## config.mk

```make
export PLATFORM = sky130hd
export DESIGN_NAME = sha1_stream_hasher
export DESIGN_NICKNAME = d
export VERILOG_FILES = /design/src/sha1s_pkg.sv /design/src/sha1s_fifo.sv /design/src/sha1s_front.sv /design/src/sha1s_core.sv /design/src/sha1_stream_hasher.sv
export SDC_FILE = /design/constraint.sdc
export NUM_CORES = 2
export LEC_CHECK = 0
export ABC_CLOCK_PERIOD_IN_PS = 39700
export BUFFER_PORTS_ARGS = -buffer_cell sky130_fd_sc_hd__buf_2
export CELL_PAD_IN_SITES_DETAIL_PLACEMENT = 1
export CELL_PAD_IN_SITES_GLOBAL_PLACEMENT = 1
export CORE_ASPECT_RATIO = 0.7
export CORE_MARGIN = 3
export CORE_UTILIZATION = 38
export DETAILED_ROUTE_END_ITERATION = 10
export PLACE_DENSITY_LB_ADDON = 0.15
export SLEW_MARGIN = 15
export SYNTH_ARGS = -nofsm -noshare
export SYNTH_HDL_FRONTEND = slang
export SYNTH_SLANG_ARGS = --single-unit
```

## constraint.sdc

```tcl
create_clock -name clk -period 39.7 [get_ports clk]
set_clock_uncertainty 0.2 [all_clocks]
set_input_delay 7.94 -clock clk [delete_from_list [all_inputs] [get_ports clk]]
set_output_delay 7.94 -clock clk [all_outputs]
set_load 0.01 [all_outputs]
```

## src/sha1s_pkg.sv

```systemverilog
// Shared types and constants of the streaming SHA-1 hasher.
// Depends on nothing; imported by every module of the block.
package sha1s_pkg;

  typedef struct packed {
    logic [7:0] data_byte;
    logic       has_byte;
    logic       end_of_message;
  } in_item_t;

  typedef struct packed {
    logic [31:0] digest_word;
    logic [2:0]  word_number;
    logic        last_word;
  } out_item_t;

  typedef enum logic [1:0] {
    CMD_BYTE     = 2'd0,
    CMD_END      = 2'd1,
    CMD_BYTE_END = 2'd2
  } cmd_kind_t;

  typedef struct packed {
    cmd_kind_t  kind;
    logic [7:0] data;
  } cmd_t;

  localparam logic [4:0][31:0] CHAIN_IV = {
    32'hC3D2E1F0, 32'h10325476, 32'h98BADCFE, 32'hEFCDAB89, 32'h67452301
  };

  localparam logic [31:0] K_R0 = 32'h5A827999;
  localparam logic [31:0] K_R1 = 32'h6ED9EBA1;
  localparam logic [31:0] K_R2 = 32'h8F1BBCDC;
  localparam logic [31:0] K_R3 = 32'hCA62C1D6;

  localparam logic [7:0] PAD_BYTE = 8'h80;
  localparam logic [2:0] LAST_WORD_NUM = 3'd4;

endpackage

```

## src/sha1s_fifo.sv

```systemverilog
// Small command queue between the front and the back of the SHA-1 hasher.
// Depends on sha1s_pkg for the command type.
module sha1s_fifo
  import sha1s_pkg::*;
#(
  parameter int DEPTH = 4
) (
  input  logic clk,
  input  logic rst_n,
  input  logic push,
  input  cmd_t push_cmd,
  output logic full,
  input  logic pop,
  output cmd_t pop_cmd,
  output logic not_empty
);

  localparam int PW = (DEPTH > 1) ? $clog2(DEPTH) : 1;
  localparam int CW = $clog2(DEPTH + 1);
  localparam logic [PW-1:0] LAST_PTR = PW'(DEPTH - 1);
  localparam logic [CW-1:0] FULL_CNT = CW'(DEPTH);

  cmd_t           mem_r [DEPTH];
  logic [PW-1:0]  wr_ptr_r, rd_ptr_r;
  logic [CW-1:0]  cnt_r;
  logic           do_push, do_pop;

  assign full      = (cnt_r == FULL_CNT);
  assign not_empty = (cnt_r != '0);
  assign do_push   = push && !full;
  assign do_pop    = pop && not_empty;
  assign pop_cmd   = mem_r[rd_ptr_r];

  always_ff @(posedge clk) begin
    if (!rst_n) begin
      wr_ptr_r <= '0;
      rd_ptr_r <= '0;
      cnt_r    <= '0;
    end else begin
      if (do_push) begin
        wr_ptr_r <= (wr_ptr_r == LAST_PTR) ? '0 : wr_ptr_r + 1'b1;
      end
      if (do_pop) begin
        rd_ptr_r <= (rd_ptr_r == LAST_PTR) ? '0 : rd_ptr_r + 1'b1;
      end
      if (do_push && !do_pop) begin
        cnt_r <= cnt_r + 1'b1;
      end else if (do_pop && !do_push) begin
        cnt_r <= cnt_r - 1'b1;
      end
    end
  end

  always_ff @(posedge clk) begin
    if (do_push) begin
      mem_r[wr_ptr_r] <= push_cmd;
    end
  end

endmodule

```

## src/sha1s_front.sv

```systemverilog
// Input side of the SHA-1 hasher: takes items and turns them into commands.
// Depends on sha1s_pkg; feeds the command queue.
module sha1s_front
  import sha1s_pkg::*;
(
  input  logic     in_valid,
  input  in_item_t in_data,
  output logic     in_stall,
  output logic     q_push,
  output cmd_t     q_cmd,
  input  logic     q_full
);

  // Items that carry neither a byte nor an end mark are taken and dropped.
  assign in_stall = q_full;
  assign q_push   = in_valid && !q_full && (in_data.has_byte || in_data.end_of_message);

  always_comb begin
    q_cmd.data = in_data.data_byte;
    if (in_data.has_byte && in_data.end_of_message) begin
      q_cmd.kind = CMD_BYTE_END;
    end else if (in_data.has_byte) begin
      q_cmd.kind = CMD_BYTE;
    end else begin
      q_cmd.kind = CMD_END;
    end
  end

endmodule

```

## src/sha1s_core.sv

```systemverilog
// Back end of the SHA-1 hasher: block shift buffer, padding sequencer,
// one-round-per-cycle compression and digest output register. Uses sha1s_pkg.
module sha1s_core
  import sha1s_pkg::*;
(
  input  logic      clk,
  input  logic      rst_n,
  input  logic      cmd_valid,
  input  cmd_t      cmd,
  output logic      cmd_pop,
  output logic      out_valid,
  output out_item_t out_data,
  input  logic      out_stall
);

  typedef enum logic [2:0] {
    ST_IDLE, ST_PAD80, ST_PADZ, ST_PADLEN, ST_COMP, ST_ADD, ST_EMIT
  } state_t;

  localparam logic [5:0] FILL_LAST = 6'd63;
  localparam logic [5:0] FILL_LEN  = 6'd55;
  localparam logic [6:0] RND_LAST  = 7'd79;

  state_t           state_r, state_nxt, ret_r, ret_nxt;
  logic [5:0]       fill_r, fill_nxt;
  logic [63:0]      bits_r, bits_nxt, len_r, len_nxt;
  logic [511:0]     blk_r, blk_nxt;
  logic [4:0][31:0] chain_r, chain_nxt;
  logic [31:0]      a_r, b_r, c_r, d_r, e_r;
  logic [31:0]      a_nxt, b_nxt, c_nxt, d_nxt, e_nxt;
  logic [6:0]       rnd_r, rnd_nxt;
  logic [2:0]       wd_r, wd_nxt;
  logic             out_valid_r, out_valid_nxt;
  out_item_t        out_data_r, out_data_nxt;

  logic        shift_en, start_comp, has_b, is_end, out_load;
  logic [7:0]  shift_byte;
  logic [31:0] w_cur, w_mix, w_new, f_val, k_val, t_val;

  assign out_valid = out_valid_r;
  assign out_data  = out_data_r;
  assign cmd_pop   = (state_r == ST_IDLE) && cmd_valid;

  // The buffer window holds w[t..t+15] with w[t] in the top word.
  assign w_cur = blk_r[511:480];
  assign w_mix = blk_r[95:64] ^ blk_r[255:224] ^ blk_r[447:416] ^ w_cur;
  assign w_new = {w_mix[30:0], w_mix[31]};

  always_comb begin
    if (rnd_r < 7'd20) begin
      f_val = (b_r & c_r) | (~b_r & d_r);
      k_val = K_R0;
    end else if (rnd_r < 7'd40) begin
      f_val = b_r ^ c_r ^ d_r;
      k_val = K_R1;
    end else if (rnd_r < 7'd60) begin
      f_val = (b_r & c_r) | (b_r & d_r) | (c_r & d_r);
      k_val = K_R2;
    end else begin
      f_val = b_r ^ c_r ^ d_r;
      k_val = K_R3;
    end
    t_val = {a_r[26:0], a_r[31:27]} + f_val + e_r + w_cur + k_val;
  end

  always_comb begin
    unique case (cmd.kind)
      CMD_BYTE:     begin has_b = 1'b1; is_end = 1'b0; end
      CMD_END:      begin has_b = 1'b0; is_end = 1'b1; end
      CMD_BYTE_END: begin has_b = 1'b1; is_end = 1'b1; end
      default:      begin has_b = 1'b0; is_end = 1'b0; end
    endcase
  end

  always_comb begin
    state_nxt  = state_r;
    ret_nxt    = ret_r;
    fill_nxt   = fill_r;
    bits_nxt   = bits_r;
    len_nxt    = len_r;
    blk_nxt    = blk_r;
    chain_nxt  = chain_r;
    a_nxt      = a_r;
    b_nxt      = b_r;
    c_nxt      = c_r;
    d_nxt      = d_r;
    e_nxt      = e_r;
    rnd_nxt    = rnd_r;
    wd_nxt     = wd_r;
    shift_en   = 1'b0;
    shift_byte = 8'h00;
    start_comp = 1'b0;
    out_load   = 1'b0;

    unique case (state_r)
      ST_IDLE: begin
        if (cmd_valid) begin
          if (has_b) begin
            shift_en   = 1'b1;
            shift_byte = cmd.data;
            bits_nxt   = bits_r + 64'd8;
          end
          if (has_b && fill_r == FILL_LAST) begin
            start_comp = 1'b1;
            ret_nxt    = is_end ? ST_PAD80 : ST_IDLE;
          end else if (is_end) begin
            state_nxt = ST_PAD80;
          end
        end
      end
      ST_PAD80: begin
        shift_en   = 1'b1;
        shift_byte = PAD_BYTE;
        len_nxt    = bits_r;
        if (fill_r == FILL_LAST) begin
          start_comp = 1'b1;
          ret_nxt    = ST_PADZ;
        end else if (fill_r == FILL_LEN) begin
          state_nxt = ST_PADLEN;
        end else begin
          state_nxt = ST_PADZ;
        end
      end
      ST_PADZ: begin
        shift_en = 1'b1;
        if (fill_r == FILL_LAST) begin
          start_comp = 1'b1;
          ret_nxt    = ST_PADZ;
        end else if (fill_r == FILL_LEN) begin
          state_nxt = ST_PADLEN;
        end
      end
      ST_PADLEN: begin
        shift_en   = 1'b1;
        shift_byte = len_r[63:56];
        len_nxt    = {len_r[55:0], 8'h00};
        if (fill_r == FILL_LAST) begin
          start_comp = 1'b1;
          ret_nxt    = ST_EMIT;
        end
      end
      ST_COMP: begin
        blk_nxt = {blk_r[479:0], w_new};
        e_nxt   = d_r;
        d_nxt   = c_r;
        c_nxt   = {b_r[1:0], b_r[31:2]};
        b_nxt   = a_r;
        a_nxt   = t_val;
        rnd_nxt = rnd_r + 1'b1;
        if (rnd_r == RND_LAST) begin
          state_nxt = ST_ADD;
        end
      end
      ST_ADD: begin
        chain_nxt[0] = chain_r[0] + a_r;
        chain_nxt[1] = chain_r[1] + b_r;
        chain_nxt[2] = chain_r[2] + c_r;
        chain_nxt[3] = chain_r[3] + d_r;
        chain_nxt[4] = chain_r[4] + e_r;
        state_nxt    = ret_r;
      end
      ST_EMIT: begin
        if (!out_valid_r || !out_stall) begin
          out_load = 1'b1;
          wd_nxt   = wd_r + 1'b1;
          if (wd_r == LAST_WORD_NUM) begin
            wd_nxt    = '0;
            chain_nxt = CHAIN_IV;
            bits_nxt  = '0;
            state_nxt = ST_IDLE;
          end
        end
      end
      default: state_nxt = ST_IDLE;
    endcase

    if (shift_en) begin
      blk_nxt  = {blk_r[503:0], shift_byte};
      fill_nxt = fill_r + 1'b1;
    end
    if (start_comp) begin
      state_nxt = ST_COMP;
      rnd_nxt   = '0;
      a_nxt     = chain_r[0];
      b_nxt     = chain_r[1];
      c_nxt     = chain_r[2];
      d_nxt     = chain_r[3];
      e_nxt     = chain_r[4];
    end

    out_data_nxt.digest_word = chain_r[wd_r];
    out_data_nxt.word_number = wd_r;
    out_data_nxt.last_word   = (wd_r == LAST_WORD_NUM);
    if (out_load) begin
      out_valid_nxt = 1'b1;
    end else if (out_stall) begin
      out_valid_nxt = out_valid_r;
    end else begin
      out_valid_nxt = 1'b0;
    end
  end

  always_ff @(posedge clk) begin
    if (!rst_n) begin
      state_r     <= ST_IDLE;
      ret_r       <= ST_IDLE;
      fill_r      <= '0;
      bits_r      <= '0;
      chain_r     <= CHAIN_IV;
      rnd_r       <= '0;
      wd_r        <= '0;
      out_valid_r <= 1'b0;
    end else begin
      state_r     <= state_nxt;
      ret_r       <= ret_nxt;
      fill_r      <= fill_nxt;
      bits_r      <= bits_nxt;
      chain_r     <= chain_nxt;
      rnd_r       <= rnd_nxt;
      wd_r        <= wd_nxt;
      out_valid_r <= out_valid_nxt;
    end
    if (out_load) begin
      out_data_r <= out_data_nxt;
    end
  end

  always_ff @(posedge clk) begin
    blk_r <= blk_nxt;
    len_r <= len_nxt;
    a_r   <= a_nxt;
    b_r   <= b_nxt;
    c_r   <= c_nxt;
    d_r   <= d_nxt;
    e_r   <= e_nxt;
  end

endmodule

```

## src/sha1_stream_hasher.sv

```systemverilog
// Top level of the streaming SHA-1 hasher: front, command queue and back end.
// Depends on sha1s_pkg, sha1s_front, sha1s_fifo and sha1s_core.
//
//   Channel  Direction  Payload     Handshake
//   in_      input      in_item_t   in_valid / in_stall
//   out_     output     out_item_t  out_valid / out_stall
//
// The 64th byte of a block starts a compression: 80 rounds, one per cycle in a
// single round unit, then a fold of the result into the chain words. An end of
// message shifts padding and length one byte per cycle up to the block end,
// runs one or two compressions, then sends five digest words at one per cycle
// while the output does not stall.
// Reset is synchronous and active low and returns the chain words to the
// standard initial values. Stalls on the output freeze the back end only while
// it has a digest word to send; the queue keeps taking items until it fills.
module sha1_stream_hasher
  import sha1s_pkg::*;
#(
  parameter int QUEUE_DEPTH = 4
) (
  input  logic      clk,
  input  logic      rst_n,
  input  logic      in_valid,
  input  in_item_t  in_data,
  output logic      in_stall,
  output logic      out_valid,
  output out_item_t out_data,
  input  logic      out_stall
);

  // The front sorts items into byte, end, or byte-and-end commands and drops
  // items that carry neither. The queue lets it keep taking items while the
  // back end is busy with a compression.
  logic q_push, q_full, q_pop, q_not_empty;
  cmd_t q_in_cmd, q_out_cmd;

  sha1s_front u_front (
    .in_valid (in_valid),
    .in_data  (in_data),
    .in_stall (in_stall),
    .q_push   (q_push),
    .q_cmd    (q_in_cmd),
    .q_full   (q_full)
  );

  sha1s_fifo #(
    .DEPTH (QUEUE_DEPTH)
  ) u_fifo (
    .clk       (clk),
    .rst_n     (rst_n),
    .push      (q_push),
    .push_cmd  (q_in_cmd),
    .full      (q_full),
    .pop       (q_pop),
    .pop_cmd   (q_out_cmd),
    .not_empty (q_not_empty)
  );

  // The back end holds the block in a 512-bit shift buffer. During the rounds
  // the same buffer shifts by one word each cycle and serves as the message
  // schedule window, so no separate schedule memory is needed.
  sha1s_core u_core (
    .clk       (clk),
    .rst_n     (rst_n),
    .cmd_valid (q_not_empty),
    .cmd       (q_out_cmd),
    .cmd_pop   (q_pop),
    .out_valid (out_valid),
    .out_data  (out_data),
    .out_stall (out_stall)
  );

endmodule

```

# --- After elaboration in Yosys (flattened, before gate mapping) ---
# Memory sizes are Yosys's and may differ from the RTL's. A register that Yosys moved wholly into a read port is not among the register bits.
# Cells that the tools add are included.
totals:
  register_bits: 1026
  latchBits: 0
  ramBits: 40
  rom_bits: 0
  inputBits: 14
  out_inout_bits: 38
  word_cells: 213
  n_memories: 1
memory_table:
  columns: ["name", "depth", "word_bits", "rd", "rd_ports_with_merged_regs", "wr", "line_no", "source"]
  rows:
  - ["u_fifo.mem_r", 4, 10, 1, 1, 1, "sha1s_fifo.sv:23", "cmd_t mem_r [DEPTH];"]
classes:
  n_addsub: 17
  mul: 0
  n_div: 0
  order_cmp: 4
  n_eq_ne: 39
  n_shift: 0
  mux: 74
  bitwise: 15
  reduce_logical: 37
op_table:
  columns: ["cell", "count"]
  rows:
  - ["$mux 512", 2]
  - ["$mux 32", 16]
  - ["$mux 160", 2]
  - ["$pmux 160 s2", 1]
  - ["$add 32x32->32", 9]
  - ["$mux 64", 4]
  - ["$pmux 64 s2", 2]
  - ["$xor 32x32->32", 5]
  - ["$and 32x32->32", 4]
  - ["$bmux 32 s3", 1]
  - ["$or 32x32->32", 3]
  - ["$add 64x4->64 const B", 1]
  - ["$mux 3", 17]
  - ["$not 32->32", 1]
  - ["$mux 31", 1]
  - ["$pmux 8 s3", 1]
  - ["$ne 2x1->1 const B", 11]
  - ["$pmux 3 s7", 1]
  - ["$reduce_and 10->1", 2]
  - ["$ne 3x1->1 const B", 6]
  - ["$mux 1", 16]
  - ["$mux 8", 2]
  - ["$eq 3x3->1 const B", 5]
  - ["$lt 7x6->1 const B", 2]
  - ["31 further kinds", 71]

# --- Depth between registers and ports, before layout ---
depth:
  word_depth: 12
  depth_mapped: 28
  depth_no_buf: 26

# --- Cells and area by module ---
# Synthesis repeated with hierarchy kept, for this count alone.
hier_totals:
  cells_unflattened: 6090
  area_unflattened_um2: 57945.6
by_module_without_submodules:
  columns: ["mod", "n_inst", "cells_each", "area_each_um2", "seq_area_each_um2"]
  rows:
  - ["sha1s_core", 1, 5974, 55932.4, 27976.8]
  - ["sha1s_fifo", 1, 103, 1918.1, 1381.3]
  - ["sha1s_front", 1, 13, 95.1, 0.0]

# --- Least setup slack after synthesis ---
# No wires, ideal clock.
synth_path:
  kind: "register -> register"
  startpoint: "reg with a tool-made name"
  endpoint: "reg u_core.blk_r[0] (enable)"
  setup_ns: 3.688
  t_arrival_ns: 10.227
  required_time_ns: 35.812
  path_slack_ns: 25.586
  path_stages_with_launch: 9
  path_buffers: 4
  period_less_slack_ns: 14.114
  path_cell_list: "dfxtp_1 > clkbuf_1 > mux4_2 > o21ai_0 > nand2b_1 > clkbuf_1 > clkbuf_1 > clkbuf_1 > nand2_1"
synth_rtl:
  columns: ["item", "line_no", "source"]
  rows:
  - ["to (signal assigned)", "sha1s_core.sv:229", "blk_r <= blk_nxt;"]
  - ["to (decl)", "sha1s_core.sv:27", "logic [511:0] blk_r, blk_nxt;"]

# --- Worst setup path after layout ---
layout_path:
  startpoint: "in out_stall"
  endpoint: "reg u_core.chain_r[159] in the netlist's numbering"
layout_between:
  elab_chain_len: 4
layout_lines:
  columns: ["item", "line_no", "source"]
  rows:
  - ["from (decl)", "sha1_stream_hasher.sv:28", "input logic out_stall"]
  - ["$logic_not 1->1", "sha1s_core.sv:163", "if (!out_valid_r || !out_stall) begin"]
  - ["$logic_or 1x1->1", "sha1s_core.sv:163", null]
  - ["$ne 2x1->1 (no source line)", null, null]
  - ["$reduce_and 3->1 (no source line)", null, null]
  - ["to (signal assigned)", "sha1s_core.sv:218", "chain_r <= chain_nxt;"]
  - ["to (decl)", "sha1s_core.sv:28", "logic [4:0][31:0] chain_r, chain_nxt;"]
# No other way between the ends.
# A chain may end at the register's enable or synchronous reset.

==> results.txt <==
die span in y: 332 µm
mean number of vias per cell: 5.34
cell at the root of the clock tree: sky130_fd_sc_hd__clkbuf_16
number of failing setup endpoints in the final timing report: 0
leading cell type by number of instances after synthesis: sky130_fd_sc_hd__nand2_1
smallest setup slack after layout: 28.89 ns
number of buffer cells added on primary ports: 51
site row count: 118
Final Instance Area: 63700 µm²
max-slew violation count: 0
number of setup buffers added after CTS: 0
detailed placement HPWL: 123 mm
post_cts resized: 0
Net Sw Frac: 38.5%
DRC violation count after routing: 0
DP Area: 60000 µm²
weighted congestion at the end of routability-driven global placement: 0.855
Longest Clk Path Bufs: 3
TritonCTS clock tree: built
WL final: 178 mm
cell count after synthesis: 6042
achievable frequency: 92.5 MHz
syn avg cell area: 9.55 µm²
total routing resource utilization after global routing: 22.4%
Post-Place Worst Slack: 28.14 ns
total via count in the routed design: 43100
post-synthesis instance area: 57700 µm²
share of the clock period used by the worst path after layout: 27.2%
capturing element of the worst setup path: u_core.chain_r[159]
data required time at the worst endpoint: 40.14 ns
total nets after synthesis: 6412
Gate power share: 34.7%
antenna violations before repair: 22
count of maximum capacitance violations: 0
proportion of register bits with asynchronous set or reset after synthesis: 0%
layout cells sized above 1: 5.80%
hold buffer count at CTS: 0
Netlist cell types: 78
accumulated negative setup slack: 0 ns
leakage power summed over all cells: 0.0262 µW
vias in the first global route: 43400
overall overflow remaining after global route: 0
boundary pin count: 52
VDD IR max: 0.116 mV
critical path launch point: out_stall
Synth area leader: sky130_fd_sc_hd__edfxtp_1
sequential element share of the synthesized area: 50.9%
crit end category: flop
initial drt markers: 3680
number of levels in the clock H-tree: 3
total clock buffers created by CTS: 111
primary flip-flop cell chosen by synthesis mapping: sky130_fd_sc_hd__edfxtp_1
clock-pin slew of the registers on the worst-case setup and hold paths: 0.07 ns
number of clock sinks: 1062
transition at the pin with the smallest max-transition slack: 1.32 ns
Worst slew margin: 12.1%
synthesis-to-finish area growth: 10.5%
startpoint-to-endpoint class of the critical path: in2reg
die boundary width: 472 µm
class of the tightest hold or removal check: reg2reg
first-pass GRT wire length: 271 mm
critical path fanouts, max: 35
power per cell area: 76.4 nW/µm²
CP max stage delay: 0.73 ns
most used cell along the critical path: sky130_fd_sc_hd__buf_4
flops & latches, synth: 1062
Slowest cell on crit path: sky130_fd_sc_hd__and2_2
CP Launch Type: input pin
insertion delay to the later sink of the worst-skew pair: 0.76 ns
Yosys top cell area share: 42.1%
most used standard cells in the synthesized netlist: sky130_fd_sc_hd__nand2_1 (2198), sky130_fd_sc_hd__edfxtp_1 (809), sky130_fd_sc_hd__nor2_1 (264), sky130_fd_sc_hd__inv_1 (262), sky130_fd_sc_hd__dfxtp_1 (253)
shortest clock period the worst path allows after layout: 10.81 ns
result of the run: finished clean
CP Cell Sequence: buf_2 -> a21oi_1 -> a21o_1 -> and2_2 -> buf_4 -> and3_1 -> buf_4 -> nand3_1 -> o211ai_1 -> o31ai_1
Avg WL per Cell: 22.1 µm
Hold Violations, Final: 0
switching power of the nets: 1880 µW
clock network fraction of design power: 22.6%
logic depth of the worst register-to-register path: 24
post-route antenna net violation count: 0
area of the core region: 149000 µm²
Post-synth EDFFs: 809
Flop pwr share: 42.7%
Syn. warnings: 0
NumNets Final: 6364
setup slack on the worst flop-to-flop path: 31.13 ns
Initial Util: 38.6%
Reg-to-Reg Start: u_core.rnd_r[2]
area of the die: 157000 µm²
internal power: 3000 µW
maximum number of pins on one net before global-route repair: 237
number of detailed-route iterations in the first pass: 8
ranking of synthesized cells by area: sky130_fd_sc_hd__edfxtp_1 (42%), sky130_fd_sc_hd__nand2_1 (14%), sky130_fd_sc_hd__dfxtp_1 (8.8%), sky130_fd_sc_hd__ha_1 (5.0%), sky130_fd_sc_hd__fa_1 (4.3%)
setup repair after global routing missed its margin: no
Reg2Reg Capture Point: u_core.a_r[30]
critical path data arrival time: 11.25 ns
cells by family (layout without fill, tap and decap cells):
| kind of cell | Yosys count | in the layout | share of synthesized area (%) |
|---|---|---|---|
| adder cells (fa/ha/maj) | 356 | 356 | 9.34 |
| AND/OR/NAND/NOR | 2874 | 2874 | 20.4 |
| AO/OA/AOI/OAI | 844 | 844 | 9.18 |
| multiplexers | 59 | 59 | 1.94 |
| flip-flops | 1062 | 1062 | 50.9 |
| XOR/XNOR | 318 | 318 | 4.83 |
| buffers and inverters | 529 | 577 | 3.49 |
| other | 0 | 4 | 0 |
cells in the final DEF (no fill, tap or decap), types with 12 or more instances in the layout:
| cell | n |
|---|---|
| sky130_fd_sc_hd__o211ai_1 | 12 |
| sky130_fd_sc_hd__a211oi_1 | 21 |
| sky130_fd_sc_hd__mux2i_1 | 15 |
| sky130_fd_sc_hd__nand2_1 | 2191 |
| sky130_fd_sc_hd__bufinv_16 | 12 |
| sky130_fd_sc_hd__mux4_2 | 42 |
| sky130_fd_sc_hd__clkinv_2 | 14 |
| sky130_fd_sc_hd__and3_1 | 38 |
| sky130_fd_sc_hd__nand2b_1 | 29 |
| sky130_fd_sc_hd__nor2b_1 | 98 |
| sky130_fd_sc_hd__o31ai_1 | 13 |
| sky130_fd_sc_hd__o22ai_1 | 47 |
| sky130_fd_sc_hd__ha_1 | 231 |
| sky130_fd_sc_hd__a22oi_1 | 47 |
| sky130_fd_sc_hd__nand4_1 | 27 |
| sky130_fd_sc_hd__nand3_1 | 70 |
| sky130_fd_sc_hd__o32ai_1 | 20 |
| sky130_fd_sc_hd__nor3_1 | 47 |
| sky130_fd_sc_hd__or3_1 | 24 |
| sky130_fd_sc_hd__xor2_1 | 99 |
| sky130_fd_sc_hd__buf_2 | 50 |
| sky130_fd_sc_hd__clkbuf_16 | 113 |
| sky130_fd_sc_hd__buf_4 | 53 |
| sky130_fd_sc_hd__clkbuf_1 | 29 |
| sky130_fd_sc_hd__a21oi_1 | 194 |
| sky130_fd_sc_hd__xnor2_1 | 219 |
| sky130_fd_sc_hd__dfxtp_1 | 250 |
| sky130_fd_sc_hd__edfxtp_1 | 809 |
| sky130_fd_sc_hd__a21boi_0 | 29 |
| sky130_fd_sc_hd__a31oi_1 | 15 |
| sky130_fd_sc_hd__inv_1 | 261 |
| sky130_fd_sc_hd__and2_1 | 32 |
| sky130_fd_sc_hd__nor2_1 | 262 |
| sky130_fd_sc_hd__a21o_1 | 90 |
| sky130_fd_sc_hd__fa_1 | 125 |
| sky130_fd_sc_hd__o21bai_1 | 20 |
| sky130_fd_sc_hd__o21ai_0 | 245 |
| sky130_fd_sc_hd__clkinv_1 | 18 |
| sky130_fd_sc_hd__o21a_1 | 24 |
power groups by stage:
| stage | sequential, µW | clock (µW) | combinational [µW] |
|---|---|---|---|
| floorplan | 2280 | 0 | 1250 |
| global placement | 2090 | 0 | 1670 |
| detailed placement | 2100 | 0 | 1710 |
| CTS | 2080 | 1140 | 1720 |
| global route | 2120 | 1180 | 1940 |
| finish | 2080 | 1100 | 1690 |
area by class of cell:
| class | instances | area (µm²) |
|---|---|---|
| fillers | 16900 | 85700 |
| flip-flops and latches | 1062 | 29400 |
| multi-input cells | 4451 | 26400 |
| clock buffers | 152 | 3070 |
| well taps | 1980 | 2480 |
| inverters | 262 | 983 |
| repair buffers | 106 | 708 |
| clock inverters | 57 | 691 |
| diodes | 4 | 10.0 |
stage by stage:
stage | total power [µW] | util, % | hold WS [ns] | cells
floorplan | 3530 | - | 0.232 | 6042
global placement | 3760 | 40.1 | 0.253 | 7861
detailed placement | 3810 | 40.1 | 0.267 | 7861
CTS | 4940 | 42.7 | 0.276 | 8070
global route | 5250 | 42.7 | 0.315 | 8072
finish | 4870 | 42.7 | 0.269 | 8074
worst max-delay path: cells and delay by family:
kind | cells | cell delay [ns]
and+or+nand+nor | 3 | 1.17
buffers and inverters | 3 | 1.24
AOI/OAI and AO/OA | 4 | 0.78
worst min path at each step:
stage	from	to	slack, ns	cells past startpoint
floorplan	u_core.wd_r[1]	u_core.out_data[2]	0.23	0
global placement	u_core.ret_r[2]	u_core.ret_r[2]	0.25	2
detailed placement	u_core.ret_r[2]	u_core.ret_r[2]	0.27	2
CTS	u_core.ret_r[2]	u_core.ret_r[2]	0.28	2
global route	u_core.rnd_r[1]	u_core.rnd_r[1]	0.32	2
finish	u_core.ret_r[2]	u_core.ret_r[2]	0.27	2
per-layer routing:
metal	GRT usage, %	vias to the layer above	wire length (µm)	share of wire (%)
met2	31.1	926	71900	40
met5	0	-	0	0
met1	35.6	21600	92400	52
met3	4.62	202	11000	6.2
li1	-	20400	-	-
met4	4.15	0	3090	1.7
registers in the layout, summed over array words and instances (netlist names), 3 cells and up, named ones only:
| name | flops |
|---|---|
| u_core.out_data | 36 |
| u_core.blk_r | 512 |
| u_core.fill_r | 6 |
| u_core.c_r | 32 |
| u_core.rnd_r | 7 |
| u_fifo.cnt_r | 3 |
| u_core.ret_r | 3 |
| u_core.state_r | 3 |
| u_core.wd_r | 3 |
| u_core.b_r | 32 |
| u_core.chain_r | 160 |
| u_core.len_r | 61 |
| u_core.e_r | 32 |
| u_core.d_r | 32 |
| u_core.a_r | 32 |
| u_core.bits_r | 61 |
| u_fifo.mem_r | 40 |
No activity file was read; power rests on OpenSTA's default activity.
